===== src/rtl/core/arlp_pkg.sv =====
// arlp_pkg: shared constants and types for the auto-ranging level percent block
// used by arlp_div and auto_ranging_level_percent_unit; no dependencies
`timescale 1ns / 1ps
`default_nettype none

package arlp_pkg;

    localparam int SAMPLE_BITS_DEF     = 12;
    localparam int DEGENERATE_SPAN_DEF = 50;

    localparam int TIME_BITS   = 32;
    localparam int WINDOW_BITS = 24;
    localparam int LVL_BITS    = 7;
    localparam int CFG_BITS    = 1;

    localparam logic [LVL_BITS-1:0]    LVL_MAX        = 7'd100;
    localparam logic [WINDOW_BITS-1:0] WINDOW_RST     = 24'd10000;
    localparam logic [TIME_BITS-1:0]   BOOT_RST       = 32'd0;

    // configuration register indexes
    localparam logic [CFG_BITS-1:0] CFG_BOOT_TIME = 1'b0;
    localparam logic [CFG_BITS-1:0] CFG_WINDOW    = 1'b1;

    typedef struct packed {
        logic start;
    } div_ctrl_t;

    typedef struct packed {
        logic busy;
        logic done;
    } div_stat_t;

endpackage

`default_nettype wire


===== src/rtl/core/arlp_div.sv =====
// arlp_div: restoring serial divider, one quotient bit per cycle
// quotient is known to fit arlp_pkg::LVL_BITS; depends on arlp_pkg
`timescale 1ns / 1ps
`default_nettype none

module arlp_div #(
    parameter int DEN_BITS = arlp_pkg::SAMPLE_BITS_DEF
) (
    input  wire logic                                        clk,
    input  wire logic                                        rst_n,
    input  wire arlp_pkg::div_ctrl_t                         ctrl,
    input  wire logic [DEN_BITS+arlp_pkg::LVL_BITS-1:0]      numer,
    input  wire logic [DEN_BITS-1:0]                         denom,
    output logic      [arlp_pkg::LVL_BITS-1:0]               quot,
    output arlp_pkg::div_stat_t                              stat
);

    localparam int QB       = arlp_pkg::LVL_BITS;
    localparam int CNT_BITS = $clog2(QB + 1);

    logic [DEN_BITS-1:0] rem_reg;
    logic [QB-1:0]       num_reg;
    logic [QB-1:0]       quot_reg;
    logic [CNT_BITS-1:0] cnt_reg;
    logic                busy_reg;
    logic                done_reg;
    logic [DEN_BITS:0]   shifted;
    logic [DEN_BITS:0]   trial;

    assign shifted = {rem_reg, num_reg[QB-1]};
    assign trial   = shifted - {1'b0, denom};

    always_ff @(posedge clk or negedge rst_n)
    begin
        if (!rst_n)
        begin
            busy_reg <= 1'b0;
            done_reg <= 1'b0;
            cnt_reg  <= '0;
            rem_reg  <= '0;
            num_reg  <= '0;
            quot_reg <= '0;
        end
        else
        begin
            done_reg <= 1'b0;
            if (ctrl.start)
            begin
                // top bits are already below the divisor since quotient < 2^QB
                rem_reg  <= numer[DEN_BITS+QB-1:QB];
                num_reg  <= numer[QB-1:0];
                quot_reg <= '0;
                cnt_reg  <= CNT_BITS'(QB);
                busy_reg <= 1'b1;
            end
            else if (busy_reg)
            begin
                if (!trial[DEN_BITS])
                begin
                    rem_reg <= trial[DEN_BITS-1:0];
                end
                else
                begin
                    rem_reg <= shifted[DEN_BITS-1:0];
                end
                quot_reg <= {quot_reg[QB-2:0], ~trial[DEN_BITS]};
                num_reg  <= {num_reg[QB-2:0], 1'b0};
                cnt_reg  <= cnt_reg - CNT_BITS'(1);
                if (cnt_reg == CNT_BITS'(1))
                begin
                    busy_reg <= 1'b0;
                    done_reg <= 1'b1;
                end
            end
        end
    end

    assign quot      = quot_reg;
    assign stat.busy = busy_reg;
    assign stat.done = done_reg;

    a_start_idle: assert property (@(posedge clk) disable iff (!rst_n)
        ctrl.start |-> !busy_reg)
        else $error("divider started while busy");

    a_done_ends_busy: assert property (@(posedge clk) disable iff (!rst_n)
        done_reg |-> !busy_reg && $past(busy_reg))
        else $error("divider done without a running division");

    a_cnt_bound: assert property (@(posedge clk) disable iff (!rst_n)
        busy_reg |-> cnt_reg != '0)
        else $error("divider counter ran out while busy");

endmodule

`default_nettype wire


===== src/rtl/core/auto_ranging_level_percent_unit.sv =====
// auto_ranging_level_percent_unit: calibrating min/max tracker and 0..100 level map
// top level; depends on arlp_pkg and arlp_div
//
//  channel | direction | handshake              | payload
//  in      | input     | in_valid / in_stall    | sample_raw, now_ms
//  out     | output    | out_valid / out_stall  | level_percent, in_calibration,
//          |           |                        | range_low, range_high
//  cfg     | input     | cfg_valid / cfg_ready  | cfg_index, cfg_data
//
// one word passes these steps from acceptance to a loaded result: range update, clamp,
// scale by 100 with divider start, the serial divider steps (one quotient bit each),
// a done step and the load step; the serial divide is the longest part of that.
// in_stall is low only while the sequencer is idle, so a new word is taken only after
// the last one is loaded; a result waiting on out_stall holds the sequencer in its load step.
// cfg_ready is always high; rst_n clears the sequencer, the range (min 4095, max 0).
`timescale 1ns / 1ps
`default_nettype none

module auto_ranging_level_percent_unit #(
    parameter int SAMPLE_BITS     = arlp_pkg::SAMPLE_BITS_DEF,
    parameter int DEGENERATE_SPAN = arlp_pkg::DEGENERATE_SPAN_DEF
) (
    input  wire logic                               clk,
    input  wire logic                               rst_n,
    input  wire logic                               in_valid,
    output logic                                    in_stall,
    input  wire logic [SAMPLE_BITS-1:0]             sample_raw,
    input  wire logic [arlp_pkg::TIME_BITS-1:0]     now_ms,
    output logic                                    out_valid,
    input  wire logic                               out_stall,
    output logic      [arlp_pkg::LVL_BITS-1:0]      level_percent,
    output logic                                    in_calibration,
    output logic      [SAMPLE_BITS-1:0]             range_low,
    output logic      [SAMPLE_BITS-1:0]             range_high,
    input  wire logic                               cfg_valid,
    output logic                                    cfg_ready,
    input  wire logic [arlp_pkg::CFG_BITS-1:0]      cfg_index,
    input  wire logic [arlp_pkg::TIME_BITS-1:0]     cfg_data
);

    localparam int SB        = SAMPLE_BITS;
    localparam int QB        = arlp_pkg::LVL_BITS;
    localparam int NUM_BITS  = SB + QB;
    localparam int SPAN_BITS = $clog2(DEGENERATE_SPAN + 1);
    localparam int WIDE_BITS = ((SPAN_BITS > SB) ? SPAN_BITS : SB) + 1;
    localparam logic [WIDE_BITS-1:0] SPAN_W  = WIDE_BITS'(DEGENERATE_SPAN);
    localparam logic [WIDE_BITS-1:0] SMAX_W  = WIDE_BITS'((1 << SB) - 1);
    localparam logic [SB-1:0]        SMAX    = SB'((1 << SB) - 1);

    typedef enum logic [2:0] {
        ST_IDLE,
        ST_UPD,
        ST_PREP,
        ST_MUL,
        ST_DIV,
        ST_FIN
    } state_t;

    state_t                          state_reg;
    logic [arlp_pkg::TIME_BITS-1:0]  boot_reg;
    logic [arlp_pkg::WINDOW_BITS-1:0] window_reg;
    logic [SB-1:0]                   min_reg;
    logic [SB-1:0]                   max_reg;
    logic [SB-1:0]                   sample_reg;
    logic                            cal_reg;
    logic [SB-1:0]                   d_reg;
    logic [SB-1:0]                   span_reg;
    logic                            out_valid_reg;
    logic [QB-1:0]                   level_reg;
    logic                            cal_out_reg;
    logic [SB-1:0]                   low_out_reg;
    logic [SB-1:0]                   high_out_reg;

    logic [arlp_pkg::TIME_BITS-1:0]  elapsed;
    logic                            cal_next;
    logic [SB-1:0]                   min_widen;
    logic [SB-1:0]                   max_widen;
    logic [WIDE_BITS-1:0]            s_wide;
    logic [WIDE_BITS-1:0]            s_up;
    logic [SB-1:0]                   min_next;
    logic [SB-1:0]                   max_next;
    logic                            rev;
    logic [SB-1:0]                   s_clamp;
    logic [SB-1:0]                   d_next;
    logic [SB-1:0]                   span_next;
    logic [NUM_BITS-1:0]             numer;
    logic [QB-1:0]                   quot;
    arlp_pkg::div_ctrl_t             div_ctrl;
    arlp_pkg::div_stat_t             div_stat;
    logic                            out_free;

    // calibration window test, modulo 2^32 elapsed time
    assign elapsed  = now_ms - boot_reg;
    assign cal_next = elapsed < {{(arlp_pkg::TIME_BITS - arlp_pkg::WINDOW_BITS){1'b0}},
                                 window_reg};

    // range widening and degenerate-range repair
    always_comb
    begin
        min_widen = min_reg;
        max_widen = max_reg;
        if (cal_reg)
        begin
            if (sample_reg < min_reg)
            begin
                min_widen = sample_reg;
            end
            if (sample_reg > max_reg)
            begin
                max_widen = sample_reg;
            end
        end
        s_wide   = WIDE_BITS'(sample_reg);
        s_up     = s_wide + SPAN_W;
        min_next = min_widen;
        max_next = max_widen;
        if (min_widen == max_widen)
        begin
            min_next = (s_wide >= SPAN_W) ? SB'(s_wide - SPAN_W) : '0;
            max_next = (s_up > SMAX_W) ? SMAX : SB'(s_up);
        end
    end

    // clamp to the stored range, either orientation
    always_comb
    begin
        rev = min_reg > max_reg;
        if (!rev)
        begin
            s_clamp = (sample_reg < min_reg) ? min_reg :
                      ((sample_reg > max_reg) ? max_reg : sample_reg);
            d_next    = s_clamp - min_reg;
            span_next = max_reg - min_reg;
        end
        else
        begin
            s_clamp = (sample_reg < max_reg) ? max_reg :
                      ((sample_reg > min_reg) ? min_reg : sample_reg);
            d_next    = min_reg - s_clamp;
            span_next = min_reg - max_reg;
        end
    end

    // scaled distance is loaded by the divider in the same step it is formed
    assign numer          = NUM_BITS'(d_reg) * NUM_BITS'(arlp_pkg::LVL_MAX);
    assign div_ctrl.start = (state_reg == ST_MUL);
    assign out_free       = !out_valid_reg || !out_stall;

    arlp_div #(
        .DEN_BITS (SB)
    ) u_div (
        .clk   (clk),
        .rst_n (rst_n),
        .ctrl  (div_ctrl),
        .numer (numer),
        .denom (span_reg),
        .quot  (quot),
        .stat  (div_stat)
    );

    always_ff @(posedge clk or negedge rst_n)
    begin
        if (!rst_n)
        begin
            state_reg     <= ST_IDLE;
            boot_reg      <= arlp_pkg::BOOT_RST;
            window_reg    <= arlp_pkg::WINDOW_RST;
            min_reg       <= SMAX;
            max_reg       <= '0;
            out_valid_reg <= 1'b0;
            sample_reg    <= '0;
            cal_reg       <= 1'b0;
            d_reg         <= '0;
            span_reg      <= '0;
            level_reg     <= '0;
            cal_out_reg   <= 1'b0;
            low_out_reg   <= '0;
            high_out_reg  <= '0;
        end
        else
        begin
            if (cfg_valid)
            begin
                case (cfg_index)
                    arlp_pkg::CFG_BOOT_TIME: boot_reg   <= cfg_data;
                    arlp_pkg::CFG_WINDOW:    window_reg <= cfg_data[arlp_pkg::WINDOW_BITS-1:0];
                    default:                 boot_reg   <= boot_reg;
                endcase
            end

            // the load step sets valid itself when it takes over a leaving word
            if (out_valid_reg && !out_stall && state_reg != ST_FIN)
            begin
                out_valid_reg <= 1'b0;
            end

            case (state_reg)
                ST_IDLE:
                begin
                    if (in_valid)
                    begin
                        sample_reg <= sample_raw;
                        cal_reg    <= cal_next;
                        state_reg  <= ST_UPD;
                    end
                end
                ST_UPD:
                begin
                    min_reg   <= min_next;
                    max_reg   <= max_next;
                    state_reg <= ST_PREP;
                end
                ST_PREP:
                begin
                    d_reg     <= d_next;
                    span_reg  <= span_next;
                    state_reg <= ST_MUL;
                end
                ST_MUL:
                begin
                    state_reg <= ST_DIV;
                end
                ST_DIV:
                begin
                    if (div_stat.done)
                    begin
                        state_reg <= ST_FIN;
                    end
                end
                ST_FIN:
                begin
                    if (out_free)
                    begin
                        // a zero span maps to level 0
                        level_reg     <= (span_reg == '0) ? '0 : quot;
                        cal_out_reg   <= cal_reg;
                        low_out_reg   <= min_reg;
                        high_out_reg  <= max_reg;
                        out_valid_reg <= 1'b1;
                        state_reg     <= ST_IDLE;
                    end
                end
                default:
                begin
                    state_reg <= ST_IDLE;
                end
            endcase
        end
    end

    assign in_stall       = (state_reg != ST_IDLE);
    assign cfg_ready      = 1'b1;
    assign out_valid      = out_valid_reg;
    assign level_percent  = level_reg;
    assign in_calibration = cal_out_reg;
    assign range_low      = low_out_reg;
    assign range_high     = high_out_reg;

    a_out_from_fin: assert property (@(posedge clk) disable iff (!rst_n)
        $rose(out_valid_reg) |-> $past(state_reg == ST_FIN))
        else $error("result word appeared outside the load step");

    a_range_only_in_upd: assert property (@(posedge clk) disable iff (!rst_n)
        (state_reg != ST_UPD) |=> $stable(min_reg) && $stable(max_reg))
        else $error("stored range changed outside the update step");

    a_div_done_in_div: assert property (@(posedge clk) disable iff (!rst_n)
        div_stat.done |-> state_reg == ST_DIV)
        else $error("divider finished outside the divide step");

    a_level_bound: assert property (@(posedge clk) disable iff (!rst_n)
        out_valid_reg |-> level_reg <= arlp_pkg::LVL_MAX)
        else $error("level above full scale");

    a_range_not_equal: assert property (@(posedge clk) disable iff (!rst_n)
        (state_reg == ST_PREP) |-> min_reg != max_reg)
        else $error("equal range reached the mapping step");

endmodule

`default_nettype wire


===== config.mk =====
export PLATFORM = sky130hd
export DESIGN_NAME = auto_ranging_level_percent_unit
export DESIGN_NICKNAME = d
export VERILOG_FILES = /design/src/rtl/core/arlp_pkg.sv /design/src/rtl/core/arlp_div.sv /design/src/rtl/core/auto_ranging_level_percent_unit.sv
export SDC_FILE = /design/constraint.sdc
export NUM_CORES = 1
export LEC_CHECK = 0
export BUFFER_PORTS_ARGS = -buffer_cell sky130_fd_sc_hd__buf_4
export CELL_PAD_IN_SITES_DETAIL_PLACEMENT = 0
export CELL_PAD_IN_SITES_GLOBAL_PLACEMENT = 1
export CORE_ASPECT_RATIO = 1.5
export CORE_UTILIZATION = 47
export DETAILED_ROUTE_END_ITERATION = 12
export PLACE_DENSITY = 0.94
export SYNTH_ARGS = -nofsm -noshare
export SYNTH_HDL_FRONTEND = slang
export SYNTH_SLANG_ARGS = --single-unit

===== constraint.sdc =====
create_clock -name clk -period 7.5 [get_ports clk]
set_input_delay 1.875 -clock clk [delete_from_list [all_inputs] [get_ports clk]]
set_output_delay 1.875 -clock clk [all_outputs]
set_load 0.01 [all_outputs]

==> results of run 1 <==
cells by family after synthesis:
logic type	synth area share (%)
AOI/OAI and AO/OA	22.3
and+or+nand+nor	14.8
buffers and inverters	6.68
adders and majority gates	16.5
DFF	30.0
muxes	5.59
xor gates and xnor gates	4.13
other	0.0245
final timing paths:
path,startpoint,end,slack (ps),cells after the start
min reg2reg,range_high[9],range_high[9],490,2
min in group asynchronous,rst_n,sample_reg[7],1490,1
min,range_high[9],range_high[9],490,2
max,min_reg[11],d_reg[10],1410,22
max in group asynchronous,rst_n,window_reg[0],4460,2
max reg2reg,min_reg[11],d_reg[10],1410,22
metal layers:
metal | vias up | global-route usage [%]
met5 | - | 0
met4 | 0 | 21.4
met3 | 199 | 3.72
met2 | 508 | 50.9
met1 | 6516 | 30.2
li1 | 6545 | -
area by class of cell:
cell class	count	share of cell area, %
Tap cell	410	3.01
Clock inverter	14	0.845
Multi-Input combinational cell	1362	56.9
Inverter	180	3.97
Sequential cell	182	26.9
Timing Repair Buffer	133	5.90
Clock buffer	18	2.52
worst reg2reg max path: stages, from the launching register on:
cell and delay (ps):
dfstp_2 660, inv_1 120, ha_1 340, nand4_1 230, nor2_1 190, a21oi_1 300, o21ai_1 170, buf_4 290
o31a_1 750, mux2i_1 270, o21ai_0 100, ha_1 230, fa_1 410, nor2b_1 120, o21ai_0 100, a21boi_0 250
o21ai_0 130, a21boi_0 230, o21ai_0 140, a21oi_1 190, nor3_1 70, or4b_2 600, o211ai_1 100
stage by stage:
step           hold slack [ps]  util, %  cells  worst slack (ps)  instance area [sq um]
2_1_floorplan              442        -   1803              2000                  15300
3_3_place_gp               468     51.6   2267              1670                  16500
3_5_place_dp               477     51.6   2267              1560                  16500
4_1_cts                    491     53.4   2299              1520                  17000
5_1_grt                    516     53.4   2299               895                  17000
6_report                   487     53.4   2299              1410                  17000
cells in the final DEF, fill, tap and decap left out, drive strengths merged, types with 9 or more instances in the layout:
cell / count
or3: 13
dfrtp: 165
a21o: 37
fa: 13
o21ai: 185
o41ai: 10
mux2: 32
xor2: 24
ha: 181
nand3: 38
nand2b: 15
nor2b: 23
nor4: 10
a221oi: 12
nor3: 36
o211ai: 26
dfstp: 17
nor2: 107
a221o: 10
a211oi: 21
a31oi: 14
o21a: 11
clkbuf: 19
xnor2: 48
inv: 186
mux2i: 49
a21oi: 117
o31ai: 9
nand2: 185
nand4: 18
a21boi: 9
buf: 132
==> qor.yml, run 1 <==
outcome: "finished clean"
synthTopCellsByArea: "dfrtp_1, ha_1, o21ai_0"
synthesis.nets: 2079
syn_area_per_cell_sq_um: 8.47
drt-wirelength-per-cell_microns: 20.3
grt_overflow: 0
regArea_sq_um: 4580
fp.dieW_microns: 149
place_congestion: 1.03
drtIter0Drc: 1050
worstMarginPinSlew_ps: 1140
fin_crit_sh_pct: 81.2
grt_pass1_vias: 14100
cts_tree: "done"
final.min_clock_period_ps: 6090
synth_ff_type: "dfrtp_1"
drc: 0
postRouteAntennaNets: 0
grt_pass1_wl_microns: 73100
antenna_found_initial: 0
cts_made_buffers: 17
cts_sinks: 182
worstSetupPathType: "register to register"
nFillCells: 3052
synth_edf_count: 0
fp.dieH_microns: 223
finalSetupTns_ps: 0
endpoint_kind: "register"
maxCapViolations: 0
slew_headroom_pct: 24.0
vias_per_cell: 5.99
post_route_cells_drive_above_1_share_pct: 12.7
critical-path-top-delay-family: "compound AO/OA/AOI/OAI gates"
synth_top_cell_area_share_pct: 27.0
grt_util_all_layers_pct: 28.6
met2_length_microns: 23700
drtPass1Iterations: 5
synth_seq_area_share_pct: 30.0
port_buffers: 115
ys_ff_latch: 182
fmax_mhz: 164
cp.arrival_ps: 6460
synth_most_common_cell: "nand2_1"
post_cts_buffers: 0
critPathBufInv: 2
cts_resized: 0
cp-start-kind: "register"
hpwlAfterDp_microns: 35800
clkLatencyLatePin_ps: 460
synthArstFlopShare_pct: 100
clkTransAtPathRegs_ps: 80
setup_violations: 0
cp_data_required_time_ps: 7870
h-tree-depth: 4
synth.largest_area_cell: "dfrtp_1"
cts_hold_buf: 0
wl_met3_microns: 2020
n_antenna_cell: 0
fp-row-count: 80
max-clock-path-buffers: 2
vias: 13800
rsz0062_at_grt: "no"
ios: 117
slowest_stage: "o31a_1"
start_util_pct: 47.8
synthCells: 1803
multi_input_area_sq_um: 9700
synth.top_cells.by_count: "nand2_1, ha_1, inv_1"
nNetsFinal: 2152
ys_warn_count: 0
top_layer: "met4"
crit_chain: "inv_1 -> ha_1 -> nand4_1 -> nor2_1 -> a21oi_1 -> o21ai_1 -> buf_4 -> o31a_1 -> mux2i_1 -> o21ai_0 -> ha_1 -> fa_1 -> nor2b_1 -> o21ai_0 -> a21boi_0 -> o21ai_0 -> a21boi_0 -> o21ai_0 -> a21oi_1 -> nor3_1 -> or4b_2 -> o211ai_1"
grt_max_degree: 113
largest_reg_flops: 32
slowest_delay_ps: 750
synth_area_sq_um: 15300
skew_ps: 13.4
hp-class: "register to register"
crit_path_frequent_cell: "o21ai_0"
hold_violations: 0
synth.distinct_cells: 82
die-area_sq_um: 33200
cts-root-buf: "clkbuf_16"
cp_max_fo: 25
routed_wl_microns: 46600
maxSlewViolCount: 0
core_area_sq_um: 31900
areaGrowthSynthToFinish_pct: 11.5
wl_met1_microns: 17200
Power of run 1 is left out: the tool's default activity adds up to more than one toggle a clock period on the data nets, which glitch-free logic cannot reach.
==> inputs of run 2 (changes only) <==
- ABC_AREA: not set -> 1
- CORE_UTILIZATION: 47 -> 41
- PLACE_DENSITY: 0.94 -> 0.9
- clock period: 7.5 -> 5.2 ns (I/O delays scaled with it)
==> qor.yml, run 2 <==
synth_top_cell_area_share_pct: 26.0
drtIter0Drc: 1163
fp-row-count: 88
drtPass1Iterations: 8
synth_edf_count: 0
whs_ps: 486
hp-class: "register to register"
final_cell_mix: "nand2_1, inv_1, a21oi_1"
core_area_sq_um: 38300
nFillCells: 3943
endpoint_kind: "register"
fp.dieH_microns: 243
synth_most_common_cell: "nand2_1"
grt_max_degree: 98
synthTopCellsByArea: "dfrtp_1, ha_1, nand2_1"
regArea_sq_um: 4580
fp.dieW_microns: 163
synth_seq_area_share_pct: 28.8
synth.distinct_cells: 54
layout_commonest_cell: "nand2_1"
grt_overflow: 0
routed_wl_microns: 53200
synthCells: 2264
clkLatencyLatePin_ps: 470
post_route_cells_drive_above_1_share_pct: 9.81
clkTransAtPathRegs_ps: 80
cts_sinks: 182
multi_input_area_sq_um: 9820
skew_ps: 8.93
syn_area_per_cell_sq_um: 7.02
worstMarginPinSlew_ps: 1170
ys_ff_latch: 182
die-area_sq_um: 39600
cts_made_buffers: 17
cp-start-kind: "register"
rsz0062_at_grt: "no"
ios: 117
slew_headroom_pct: 22.0
synth.largest_area_cell: "dfrtp_1"
n_antenna_cell: 0
finalSetupTns_ps: 0
cts_hold_buf: 0
maxSlewViolCount: 0
post_cts_buffers: 0
drc: 0
fmax_mhz: 220
largest_reg_flops: 32
port_buffers: 115
max-clock-path-buffers: 2
nNetsFinal: 2638
final.min_clock_period_ps: 4540
cts_resized: 0
grt_util_all_layers_pct: 27.7
synth_ff_type: "dfrtp_1"
place_congestion: 1.02
grt_pass1_wl_microns: 84000
cts-root-buf: "clkbuf_16"
vias_per_cell: 5.49
synthesis.nets: 2540
setup_violations: 0
fin_crit_sh_pct: 87.4
cp_data_required_time_ps: 5580
areaGrowthSynthToFinish_pct: 12.8
grt_pass1_vias: 15900
antenna_found_initial: 0
worstSetupPathType: "register to register"
postRouteAntennaNets: 0
hold_violations: 0
h-tree-depth: 4
cp_max_fo: 16
ys_warn_count: 0
synth_area_sq_um: 15900
synthArstFlopShare_pct: 100
cts_tree: "done"
start_util_pct: 41.5
hpwlAfterDp_microns: 41200
vias: 15800
cp.arrival_ps: 4930
drt-wirelength-per-cell_microns: 18.5
maxCapViolations: 0
synth.top_cells.by_count: "nand2_1, inv_1, a21oi_1"
outcome: "finished clean"
run 2: path summary, 6_finish.rpt:
path	start	end	slack (ps)	cells after the start
setup reg to reg	min_reg[5]	d_reg[9]	660	19
hold / removal	boot_reg[9]	boot_reg[9]	490	2
setup / recovery	min_reg[5]	d_reg[9]	660	19
hold reg to reg	boot_reg[9]	boot_reg[9]	490	2
max in group asynchronous	rst_n	min_reg[2]	3240	2
min in group asynchronous	rst_n	range_low[2]	940	1
run 2: logic make-up after synthesis:
family,share of synthesized area (%)
AO/OA/AOI/OAI,16.9
XOR/XNOR,3.75
adder cells (fa/ha/maj),15.9
buffers and inverters,9.51
flip-flops,28.8
multiplexers,0.142
other,0.0236
AND/OR/NAND/NOR,25.0
run 2: final cells by class:
type / count / share of cell area [%]
Timing Repair Buffer: 148 / 6.30
Multi-Input combinational cell: 1702 / 54.8
Clock inverter: 14 / 0.950
Inverter: 311 / 6.52
Sequential cell: 182 / 25.5
Tap cell: 495 / 3.46
Clock buffer: 18 / 2.45
run 2: critical path, cell delays in order (launching register included):
cell and delay [ps]:
dfstp_2 670, inv_1 100, ha_1 310, nand4_1 150, nor2_1 160, nand2_2 230
nand2_1 400, nand2_1 390, o21ai_0 250, o21ai_0 120, ha_1 350, a21o_1 170
a31oi_1 310, inv_1 110, a21oi_1 140, inv_1 70, a31oi_1 160, xnor2_1 140
nand2_1 70, a22oi_1 150
run 2: metal layers:
metal  vias to the layer above  global-route usage [%]  routed length [microns]
met2                       533                    50.4                    27600
met4                         0                    20.0                     3970
met1                      7353                    28.6                    19300
met5                         -                       0                        0
li1                       7692                       -                        -
met3                       184                    3.62                     2290
run 2: through the flow:
| step | util (%) | cell area, sq um | setup slack, ps | std cells |
|---|---|---|---|---|
| after floorplan | - | 15900 | 1280 | 2264 |
| after global placement | 45.2 | 17300 | 799 | 2838 |
| after detailed placement | 45.2 | 17300 | 713 | 2838 |
| after CTS | 46.8 | 17900 | 723 | 2870 |
| after global routing | 46.8 | 17900 | 155 | 2870 |
| final | 46.8 | 17900 | 655 | 2870 |
Power of run 2 is left out for the same reason.
